$ cat src/design/sdci_pkg.sv
// Shared types and constants for the SD card initialization sequencer.
// Holds the sequencer phase encoding, result and response codes, command
// indexes and the CSD decode constants. No dependencies.
package sdci_pkg;

  localparam int CAP_W       = 32;
  localparam int BLOCK_BYTES = 512;
  localparam int BLOCK_SHIFT = $clog2(BLOCK_BYTES);
  // CSD v2 counts capacity in 512 KiB units
  localparam int V2_SHIFT    = 19 - BLOCK_SHIFT;

  localparam logic [9:0] RETRY_LIMIT_RST = 10'd100;

  localparam logic [31:0] CMD8_ARG    = 32'h0000_01AA;
  localparam logic [31:0] ACMD41_ARG  = 32'h00FF_8000;
  localparam logic [31:0] ACMD6_ARG   = 32'h0000_0002;
  localparam logic [3:0]  V2_BL_LEN   = 4'd9;

  localparam logic [5:0] CMD_GO_IDLE   = 6'd0;
  localparam logic [5:0] CMD_SEND_IF   = 6'd8;
  localparam logic [5:0] CMD_APP       = 6'd55;
  localparam logic [5:0] CMD_OP_COND   = 6'd41;
  localparam logic [5:0] CMD_ALL_CID   = 6'd2;
  localparam logic [5:0] CMD_SEND_RCA  = 6'd3;
  localparam logic [5:0] CMD_READ_CSD  = 6'd9;
  localparam logic [5:0] CMD_SELECT    = 6'd7;
  localparam logic [5:0] CMD_BUS_WIDTH = 6'd6;

  localparam logic OP_START = 1'b0;
  localparam logic OP_DONE  = 1'b1;

  localparam logic [1:0] KIND_CMD  = 2'd0;
  localparam logic [1:0] KIND_OK   = 2'd1;
  localparam logic [1:0] KIND_FAIL = 2'd2;

  localparam logic [1:0] RSP_NONE  = 2'd0;
  localparam logic [1:0] RSP_SHORT = 2'd1;
  localparam logic [1:0] RSP_LONG  = 2'd2;

  localparam logic [2:0] ADDR_RETRY_LIMIT = 3'd0;

  typedef enum logic [13:0] {
    PH_IDLE   = 14'b00_0000_0000_0001,
    PH_INIT   = 14'b00_0000_0000_0010,
    PH_CMD0   = 14'b00_0000_0000_0100,
    PH_CMD8   = 14'b00_0000_0000_1000,
    PH_CMD55  = 14'b00_0000_0001_0000,
    PH_ACMD41 = 14'b00_0000_0010_0000,
    PH_CMD2   = 14'b00_0000_0100_0000,
    PH_CMD3   = 14'b00_0000_1000_0000,
    PH_CMD9   = 14'b00_0001_0000_0000,
    PH_CMD7   = 14'b00_0010_0000_0000,
    PH_APP    = 14'b00_0100_0000_0000,
    PH_ACMD6  = 14'b00_1000_0000_0000,
    PH_DONE   = 14'b01_0000_0000_0000,
    PH_FAILED = 14'b10_0000_0000_0000
  } phase_t;

endpackage

$ cat src/design/sd_card_init_sequencer.sv
// SD card initialization sequencer, top level.
// Depends on sdci_pkg for phase encoding, codes and CSD constants.
//
// Host-side SD bring-up: a start word requests the init clock sequence, each
// command-done word yields the next command (CMD0, CMD8, CMD55/ACMD41 poll,
// CMD2, CMD3, CMD9 with CSD capacity decode, CMD7, CMD55, ACMD6) and finally a
// success or failure word. An accepted word is held in the input register and
// the next-step logic loads the result register from it when that register
// is free or being read; one word can be accepted in every cycle, and the only
// stall comes from result_ready holding the result register. Capacity,
// high_capacity and card_address show the current saved card state and are
// final in the success word. Registers: retry_limit at byte address 0,
// host_capacity_support at byte address 4.
module sd_card_init_sequencer (
  input  logic        clk,
  input  logic        rst,
  // configuration port
  input  logic        psel,
  input  logic        penable,
  input  logic        pwrite,
  input  logic [2:0]  paddr,
  input  logic [31:0] pwdata,
  output logic [31:0] prdata,
  output logic        pready,
  // item channel
  input  logic        item_valid,
  output logic        item_ready,
  input  logic        opcode,
  input  logic        cmd_error,
  input  logic [31:0] resp_word0,
  input  logic [31:0] resp_word1,
  input  logic [31:0] resp_word2,
  input  logic [31:0] resp_word3,
  // result channel
  output logic        result_valid,
  input  logic        result_ready,
  output logic [1:0]  kind,
  output logic [5:0]  cmd_index,
  output logic [31:0] cmd_argument,
  output logic [1:0]  response_kind,
  output logic        init_clocks,
  output logic        delay_before,
  output logic        fast_clock,
  output logic [sdci_pkg::CAP_W-1:0] capacity_blocks,
  output logic        high_capacity,
  output logic [15:0] card_address
);
  import sdci_pkg::*;

  // configuration
  logic [9:0] retry_limit;
  logic       host_capacity_support;
  logic       cfg_wr;

  assign pready = 1'b1;
  assign cfg_wr = psel && penable && pwrite;

  always_ff @(posedge clk) begin
    if (rst) begin
      retry_limit           <= RETRY_LIMIT_RST;
      host_capacity_support <= 1'b1;
    end else if (cfg_wr) begin
      if (paddr[2]) begin
        host_capacity_support <= pwdata[0];
      end else begin
        retry_limit <= pwdata[9:0];
      end
    end
  end

  always_comb begin
    if (paddr[2]) begin
      prdata = {31'd0, host_capacity_support};
    end else begin
      prdata = {22'd0, retry_limit};
    end
  end

  // input register
  logic        s1_valid;
  logic        s1_op;
  logic        s1_err;
  logic [31:0] s1_w0;
  logic [31:0] s1_w1;
  logic [31:0] s1_w2;
  logic        adv;
  logic        item_acc;

  assign adv        = s1_valid && (!result_valid || result_ready);
  assign item_ready = !s1_valid || adv;
  assign item_acc   = item_valid && item_ready;

  always_ff @(posedge clk) begin
    if (rst) begin
      s1_valid <= 1'b0;
    end else if (item_ready) begin
      s1_valid <= item_valid;
    end
  end

  always_ff @(posedge clk) begin
    if (item_acc) begin
      s1_op  <= opcode;
      s1_err <= cmd_error;
      s1_w0  <= resp_word0;
      s1_w1  <= resp_word1;
      s1_w2  <= resp_word2;
    end
  end

  // state
  phase_t      phase, phase_next;
  logic [9:0]  retry_count, retry_count_next;
  logic [15:0] saved_address, saved_address_next;
  logic        saved_high_capacity, saved_high_capacity_next;
  logic [CAP_W-1:0] saved_capacity, saved_capacity_next;

  // CSD decode
  logic [3:0]  bl_len;
  logic [22:0] v2_sum;
  logic [32:0] v2_blocks;
  logic [CAP_W-1:0] v2_cap;
  logic        v2_bad;
  logic [12:0] v1_sum;
  logic [4:0]  v1_shift;
  logic [47:0] v1_total;
  logic [CAP_W-1:0] v1_cap;
  logic [CAP_W-1:0] csd_cap;

  always_comb begin
    bl_len    = s1_w1[19:16];
    v2_bad    = bl_len != V2_BL_LEN;
    v2_sum    = {1'b0, s1_w1[5:0], s1_w2[31:16]} + 23'd1;
    v2_blocks = {10'd0, v2_sum} << V2_SHIFT;
    v2_cap    = v2_blocks[32] ? '1 : v2_blocks[CAP_W-1:0];
    v1_sum    = {1'b0, s1_w1[9:0], s1_w2[31:30]} + 13'd1;
    v1_shift  = 5'(s1_w2[17:15]) + 5'd2 + 5'(bl_len) - 5'(BLOCK_SHIFT);
    v1_total  = {35'd0, v1_sum} << v1_shift;
    if (bl_len < 4'(BLOCK_SHIFT)) begin
      v1_cap = '0;
    end else if (|v1_total[47:CAP_W]) begin
      v1_cap = '1;
    end else begin
      v1_cap = v1_total[CAP_W-1:0];
    end
    csd_cap = s1_w0[30] ? v2_cap : v1_cap;
  end

  // next-step logic
  logic        r_has;
  logic [1:0]  r_kind;
  logic [5:0]  r_idx;
  logic [31:0] r_arg;
  logic [1:0]  r_rk;
  logic        r_init;
  logic        r_dly;
  logic        r_fast;
  logic [9:0]  retry_inc;
  logic [9:0]  limit_eff;

  assign retry_inc = retry_count + 10'd1;
  assign limit_eff = (retry_limit == 10'd0) ? 10'd1 : retry_limit;

  always_comb begin
    phase_next               = phase;
    retry_count_next         = retry_count;
    saved_address_next       = saved_address;
    saved_high_capacity_next = saved_high_capacity;
    saved_capacity_next      = saved_capacity;
    r_has  = 1'b1;
    r_kind = KIND_CMD;
    r_idx  = CMD_GO_IDLE;
    r_arg  = '0;
    r_rk   = RSP_NONE;
    r_init = 1'b0;
    r_dly  = 1'b0;
    r_fast = 1'b0;
    if (s1_op == OP_START) begin
      retry_count_next         = '0;
      saved_address_next       = '0;
      saved_high_capacity_next = 1'b0;
      saved_capacity_next      = '0;
      phase_next               = PH_INIT;
      r_init                   = 1'b1;
    end else begin
      unique case (phase)
        PH_INIT: begin
          phase_next = PH_CMD0;
        end
        PH_CMD0: begin
          phase_next = PH_CMD8;
          r_idx      = CMD_SEND_IF;
          r_arg      = CMD8_ARG;
          r_rk       = RSP_SHORT;
        end
        PH_CMD8: begin
          retry_count_next = '0;
          phase_next       = PH_CMD55;
          r_idx            = CMD_APP;
          r_rk             = RSP_SHORT;
          r_dly            = 1'b1;
        end
        PH_CMD55: begin
          if (s1_err) begin
            phase_next = PH_FAILED;
            r_kind     = KIND_FAIL;
          end else begin
            phase_next = PH_ACMD41;
            r_idx      = CMD_OP_COND;
            r_arg      = ACMD41_ARG | {1'b0, host_capacity_support, 30'd0};
            r_rk       = RSP_SHORT;
          end
        end
        PH_ACMD41: begin
          if (s1_err) begin
            phase_next = PH_FAILED;
            r_kind     = KIND_FAIL;
          end else if (s1_w0[31]) begin
            saved_high_capacity_next = s1_w0[30];
            phase_next               = PH_CMD2;
            r_idx                    = CMD_ALL_CID;
            r_rk                     = RSP_LONG;
          end else begin
            retry_count_next = retry_inc;
            if (retry_inc >= limit_eff) begin
              phase_next = PH_FAILED;
              r_kind     = KIND_FAIL;
            end else begin
              phase_next = PH_CMD55;
              r_idx      = CMD_APP;
              r_rk       = RSP_SHORT;
              r_dly      = 1'b1;
            end
          end
        end
        PH_CMD2: begin
          phase_next = PH_CMD3;
          r_idx      = CMD_SEND_RCA;
          r_rk       = RSP_SHORT;
        end
        PH_CMD3: begin
          saved_address_next = s1_w0[31:16];
          phase_next         = PH_CMD9;
          r_idx              = CMD_READ_CSD;
          r_arg              = {s1_w0[31:16], 16'd0};
          r_rk               = RSP_LONG;
        end
        PH_CMD9: begin
          if (s1_w0[30] && v2_bad) begin
            phase_next = PH_FAILED;
            r_kind     = KIND_FAIL;
          end else begin
            saved_capacity_next = csd_cap;
            phase_next          = PH_CMD7;
            r_idx               = CMD_SELECT;
            r_arg               = {saved_address, 16'd0};
            r_rk                = RSP_SHORT;
            r_fast              = 1'b1;
          end
        end
        PH_CMD7: begin
          phase_next = PH_APP;
          r_idx      = CMD_APP;
          r_arg      = {saved_address, 16'd0};
          r_rk       = RSP_SHORT;
        end
        PH_APP: begin
          phase_next = PH_ACMD6;
          r_idx      = CMD_BUS_WIDTH;
          r_arg      = ACMD6_ARG;
          r_rk       = RSP_SHORT;
        end
        PH_ACMD6: begin
          phase_next = PH_DONE;
          r_kind     = KIND_OK;
        end
        default: begin
          r_has = 1'b0;
        end
      endcase
    end
  end

  always_ff @(posedge clk) begin
    if (rst) begin
      phase               <= PH_IDLE;
      retry_count         <= '0;
      saved_address       <= '0;
      saved_high_capacity <= 1'b0;
      saved_capacity      <= '0;
    end else if (adv) begin
      phase               <= phase_next;
      retry_count         <= retry_count_next;
      saved_address       <= saved_address_next;
      saved_high_capacity <= saved_high_capacity_next;
      saved_capacity      <= saved_capacity_next;
    end
  end

  // result register; saved state only moves when this register is free
  always_ff @(posedge clk) begin
    if (rst) begin
      result_valid <= 1'b0;
    end else if (adv) begin
      result_valid <= r_has;
    end else if (result_ready) begin
      result_valid <= 1'b0;
    end
  end

  always_ff @(posedge clk) begin
    if (adv) begin
      kind          <= r_kind;
      cmd_index     <= r_idx;
      cmd_argument  <= r_arg;
      response_kind <= r_rk;
      init_clocks   <= r_init;
      delay_before  <= r_dly;
      fast_clock    <= r_fast;
    end
  end

  assign capacity_blocks = saved_capacity;
  assign high_capacity   = saved_high_capacity;
  assign card_address    = saved_address;

`ifndef ASSERT_OFF
  a_held_word_kept: assert property (@(posedge clk) disable iff (rst)
    s1_valid && !adv |=> s1_valid)
    else $error("input word dropped while stalled");

  a_ok_done: assert property (@(posedge clk) disable iff (rst)
    result_valid && kind == KIND_OK |-> phase == PH_DONE)
    else $error("success word outside done phase");

  a_fail_phase: assert property (@(posedge clk) disable iff (rst)
    result_valid && kind == KIND_FAIL |-> phase == PH_FAILED)
    else $error("failure word outside failed phase");

  a_init_clear: assert property (@(posedge clk) disable iff (rst)
    result_valid && init_clocks |-> phase == PH_INIT && saved_capacity == '0
      && saved_address == '0 && retry_count == '0)
    else $error("init request with stale card state");

  a_fast_select: assert property (@(posedge clk) disable iff (rst)
    result_valid && fast_clock |-> cmd_index == CMD_SELECT && phase == PH_CMD7)
    else $error("fast clock on a command other than select");
`endif

endmodule
$ cat config.mk
export PLATFORM = sky130hd
export DESIGN_NAME = sd_card_init_sequencer
export DESIGN_NICKNAME = d
export VERILOG_FILES = /design/src/design/sdci_pkg.sv /design/src/design/sd_card_init_sequencer.sv
export SDC_FILE = /design/constraint.sdc
export NUM_CORES = 1
export LEC_CHECK = 0
export BUFFER_PORTS_ARGS = -buffer_cell sky130_fd_sc_hd__buf_2
export CORE_MARGIN = 2
export CORE_UTILIZATION = 29
export DETAILED_ROUTE_END_ITERATION = 10
export PLACE_DENSITY = 0.52
export REMOVE_ABC_BUFFERS = 1
export SLEW_MARGIN = 20
export SYNTH_ARGS = -nofsm -noshare
export SYNTH_HDL_FRONTEND = slang
export SYNTH_SLANG_ARGS = --single-unit
export TNS_END_PERCENT = 10
$ cat constraint.sdc
create_clock -name clk -period 3.13 [get_ports clk]
set_input_delay 0.313 -clock clk [delete_from_list [all_inputs] [get_ports clk]]
set_output_delay 0.313 -clock clk [all_outputs]
set_load 0.02 [all_outputs]
; Word-level counts from Yosys, hierarchy flattened
; Cells that the tools add are included.
[op_classes]
add_sub_neg = 6
order_cmp = 2
n_eq_ne = 22
n_shift = 1
n_mux = 57
bitwise = 1
reduce_logical = 23
[ops]
columns = operator, n
row1 = $mux 32, 8
row2 = $pmux 32 s6, 1
row3 = $pmux 14 s11, 1
row4 = $mux 14, 6
row5 = $mux 10, 5
row6 = $pmux 6 s8, 1
row7 = $shl 13x5->48, 1
row8 = $mux 16, 2
row9 = $mux 31, 1
row10 = $mux 6, 4
row11 = $add 22x1->23 const B, 1
row12 = $pmux 10 s2, 1
row13 = $mux 1, 16
row14 = $reduce_or 16->1, 1
row15 = $eq 14x10->1 const B, 1
row16 = $eq 14x11->1 const B, 1
row17 = $eq 14x12->1 const B, 1
row18 = $eq 14x2->1 const B, 1
row19 = $eq 14x3->1 const B, 1
row20 = $eq 14x4->1 const B, 1
row21 = $eq 14x5->1 const B, 1
row22 = $eq 14x6->1 const B, 1
row23 = $eq 14x7->1 const B, 1
row24 = $eq 14x8->1 const B, 1
row25 = other kinds (31), 53
[word_totals]
ff_bits = 217
input_bits = 172

; Longest topological paths before layout
[depth]
depth_word = 11
ltp_mapped = 13
ltp_nobuf = 12

; Least setup slack after synthesis
; Ideal clock, no wire load.
[synth_path]
kind = flip-flop to flip-flop
start = register retry_count[0]
end = register kind[1] (data pin)
setup_ns = 0.256
arrival_time_ns = 2.559
path_slack_ns = 0.316
stages_incl_launch_ff = 13
n_path_buf = 0
period_less_slack_ns = 2.814
path_cell_list = dfxtp_1 -> ha_1 -> and3_1 -> and3_1 -> xor2_1 -> ha_1 -> a2111o_1 -> a31oi_1 -> o21ai_0 -> a221o_1 -> a21oi_1 -> o21ai_0 -> o211a_1
[synth_via]
elab_chain_cells = 6
[synth_lines]
columns = item, line
row1 = from (decl), sd_card_init_sequencer.sv:113  ; logic [9:0] retry_count, retry_count_next;
row2 = from (signal assigned), sd_card_init_sequencer.sv:293  ; retry_count <= retry_count_next;
row3 = $add 10x1->10, sd_card_init_sequencer.sv:161  ; assign retry_inc = retry_count + 10'd1;
row4 = $ge 10x10->1, sd_card_init_sequencer.sv:225  ; if (retry_inc >= limit_eff) begin
row5 = $mux 2, sd_card_init_sequencer.sv:225
row6 = $mux 2, sd_card_init_sequencer.sv:218  ; end else if (s1_w0[31]) begin
row7 = $mux 2, sd_card_init_sequencer.sv:215  ; if (s1_err) begin
row8 = $pmux 2 s4, sd_card_init_sequencer.sv:186  ; unique case (phase)
row9 = to (signal assigned), sd_card_init_sequencer.sv:313  ; kind <= r_kind;
row10 = to (decl), sd_card_init_sequencer.sv:37  ; output logic [1:0] kind,
; Every way passes these cells.
; A chain may end at the register's enable or synchronous reset.

; Worst setup path in the final report
[layout_path]
start = register retry_count[0]
end = register cmd_index[2] (data pin)
[layout_via]
elab_chain_cells = 6
[layout_lines]
columns = item, line
row1 = $add 10x1->10, sd_card_init_sequencer.sv:161
row2 = $ge 10x10->1, sd_card_init_sequencer.sv:225
row3 = $mux 6, sd_card_init_sequencer.sv:225
row4 = $mux 6, sd_card_init_sequencer.sv:218
row5 = $mux 6, sd_card_init_sequencer.sv:215
row6 = $pmux 6 s8, sd_card_init_sequencer.sv:186
row7 = to (signal assigned), sd_card_init_sequencer.sv:314  ; cmd_index <= r_idx;
row8 = to (decl), sd_card_init_sequencer.sv:38  ; output logic [5:0] cmd_index,
; Every way passes these cells.

==> flow_summary.ini <==
[synth]
synth_warnings = 0
synthArstFlopShare_pct = 0
ys_ff_latch = 167
synth.top_cell.area_share_pct = 26.6
syn_inst = 976
syn_area_per_cell_um2 = 9.36
synth_area_leader_cell = edfxtp_1
seq_area_frac_synth_pct = 45.5
synth_edf_count = 81
syn-cell-area_um2 = 9130
yosysMostFrequentCell = nor2_1
synthDistinctLibCells = 86
ys_top_cells_by_area = edfxtp_1 27%, dfxtp_1 19%, nor2_1 4.9%
synth_commonest_cells = 120 x nor2_1, 93 x nand2_1, 86 x dfxtp_1
ys.flop_type = dfxtp_1

[cts]
cts_root_buffer = clkbuf_16
path_clk_slew_ns = 0.09
insertion_delay_ns = 0.45
cts_tree = done
clock_path_buffers = 2
cts_max_level = 4
ctsHoldBuffers = 0
clock-sinks = 167
cts_buffers = 17

[grt]
grt-ovfl-total = 0
grtUsageMet2_pct = 24.9
grtUsageMet1_pct = 24.6
grtUsageTotal_pct = 16.8
grt_max_degree = 50
grt_pass1_vias = 7484
use_met3_pct = 3.35
busiest_layer = met2
grt_pass1_wl_um = 43200
antenna_found_initial = 0

[run]
cap_violations = 0

[final_layout]
seq_area_um2 = 4160
antennaDiodeCount = 0
area_growth_pct = 20.4
fin_nets = 1327
fin_cells = 1547
drive_gt1_share_pct = 24.4
multi_input_area_um2 = 4500
nFillCells = 3164

[floorplanning]
std_cell_rows = 64
die_area_um2 = 32900
io_pins = 301
die_h_um = 181
start_util_pct = 29.6
die_w_um = 181
core_area_um2 = 30800

[setup_path]
cp_cell_sequence = and3_1, and3_1, and3_2, xor2_1, ha_1, a2111o_1, a31oi_1, o21ai_1, a221o_1, o21a_1, buf_4, a21oi_1
cp_common_cell = and3_1
end_kind = register
reg2reg_depth = 12
required_ns = 3.41
crit_fanout = 5
arrival_ns = 3.31
rrSetupSlack_ns = 0.10
crit_type = register to register
cp-start-kind = register
critPathSlowestCell = a221o_1
max_stage_delay_ns = 0.43
regToRegStartpoint = retry_count[0]$_SDFFE_PP0P_
reg2reg_to = cmd_index[2]$_SDFFCE_PN0P_

[sta]
rsz0062_at_grt = yes
worst_pin_slew_ns = 1.03
fin_crit_sh_pct = 96.7
relSlewSlack_pct = 30.8
timing.setup.tns_ns = 0
finalHoldViolations = 0
max_clock_freq_mhz = 330
drv_slew = 0
setup_ws_ns = 0.103
finalSetupViolCount = 0
skew_ns = 0.0312
fin_crit_ns = 3.03

[power_and_ir_drop]
p_leak_nw = 4.33
clock_power_share_pct = 39.6
pwr_density_cell_nw_per_um2 = 484
power_frac_comb_pct = 15.1
p_total_w = 0.00533
intPower_w = 0.00375
switching_share_pct = 29.7
ir_drop_mv = 0.340
p_seq_share_pct = 45.2
switchingPower_w = 0.00158

[run_status]
status = finished, final reports clean

[worst_hold_path]
holdPathEnd = s1_w0[24]$_DFFE_PP_
hp-start = resp_word0[24]
min_delay_path_depth = 1
worstHoldPathType = primary input to register

[drt]
ant_nets = 0
via_per_inst = 5.10
wl_um = 28000
drc_errors = 0
drt_pass1_iterations = 5
avgRoutedWirePerCell_um = 18.1
num_vias = 7896
drtIter0Drc = 744

[placed_design]
gp_congestion = 0.845
dp_cells = 1515
io_buffers = 162
dpl.hpwl_um = 20600
post-place-ws_ns = 0.0596
## registers in the layout, indices dropped and copies added, names as in the netlist, 14 cells and up
register,flops
card_address,16
s1_w2,17
s1_w0,16
capacity_blocks,32
cmd_argument,19
s1_w1,14
phase,14
## critical path, delay by kind of cell (launching register included)
family,cells,cell delay (ns)
buffers and inverters,1,0.15
AO/OA/AOI/OAI,6,1.34
adder cells (fa/ha/maj),1,0.22
XOR/XNOR,1,0.15
flip-flops,1,0.37
AND/OR/NAND/NOR,3,0.63
## cell type report
cell class | count | share of cell area, %
sequential | 167 | 37.8
clock buffer | 19 | 4.13
timing repair buffer | 204 | 10.6
tap | 396 | 4.50
multi-input combinational | 719 | 40.9
clock inverter | 13 | 1.11
inverter | 29 | 0.990
## cells by family after synthesis
logic type | Yosys count | share of synthesized area, %
AOI/OAI and AO/OA | 253 | 19.4
xor gates and xnor gates | 38 | 3.64
adders and majority gates | 17 | 2.41
buffers and inverters | 121 | 6.93
DFF | 167 | 45.5
muxes | 18 | 2.56
other | 2 | 0.0822
and+or+nand+nor | 360 | 19.5
## metrics by stage
stage                     area (um2)  utilization (%)  hold slack (ns)
after floorplan                 8720                -            0.378
after global placement         10400             33.7            0.433
after detailed placement       10400             33.7            0.438
after CTS                      11000             35.6           0.0353
after global routing           11000             35.7           0.0333
final                          11000             35.7           0.0487
## worst max-delay path by stage
| stage | startpoint | end | cells after the start |
|---|---|---|---|
| after floorplan | result_valid$_SDFFE_PP0P_ | capacity_blocks[8]$_SDFFE_PP0P_ | 7 |
| after global placement | retry_count[0]$_SDFFE_PP0P_ | kind[1]$_SDFFCE_PN0P_ | 12 |
| after detailed placement | retry_count[0]$_SDFFE_PP0P_ | kind[1]$_SDFFCE_PN0P_ | 12 |
| after CTS | retry_count[0]$_SDFFE_PP0P_ | cmd_index[5]$_SDFFCE_PN0P_ | 12 |
| after global routing | retry_count[0]$_SDFFE_PP0P_ | cmd_index[5]$_SDFFCE_PN0P_ | 12 |
| final | retry_count[0]$_SDFFE_PP0P_ | cmd_index[2]$_SDFFCE_PN0P_ | 12 |
## metal layers
metal	vias to the layer above	wire length [um]
met3	25	1660
met1	3756	13900
met4	0	454
met2	269	12000
li1	3846	-
met5	-	0
## what timing repair did
action	CTS	global route
endpoints found under the setup margin	0	11
resized for setup	0	11
setup buffers	0	0
## power groups by stage
stage | clock, W | sequential, W | combinational (W)
floorplan | 0 | 0.00247 | 0.000467
global placement | 0 | 0.00246 | 0.000793
detailed placement | 0 | 0.00246 | 0.000793
CTS | 0.00217 | 0.00241 | 0.000798
global route | 0.00226 | 0.00242 | 0.000874
finish | 0.00211 | 0.00241 | 0.000806
## layout by cell type, fill, tap and decap left out, drive strengths merged, types with 12 or more instances in the layout
cell      n
a21oi    64
a221oi   15
a22oi    36
a31oi    12
buf     204
clkbuf   19
conb     33
dfxtp    86
edfxtp   81
ha       16
inv      35
nand2    95
nand3    22
nand4    17
nor2    125
nor3     25
o211ai   13
o21ai    35
or3      15
xnor2    19
xor2     19
(Power assumes the default switching activity.)
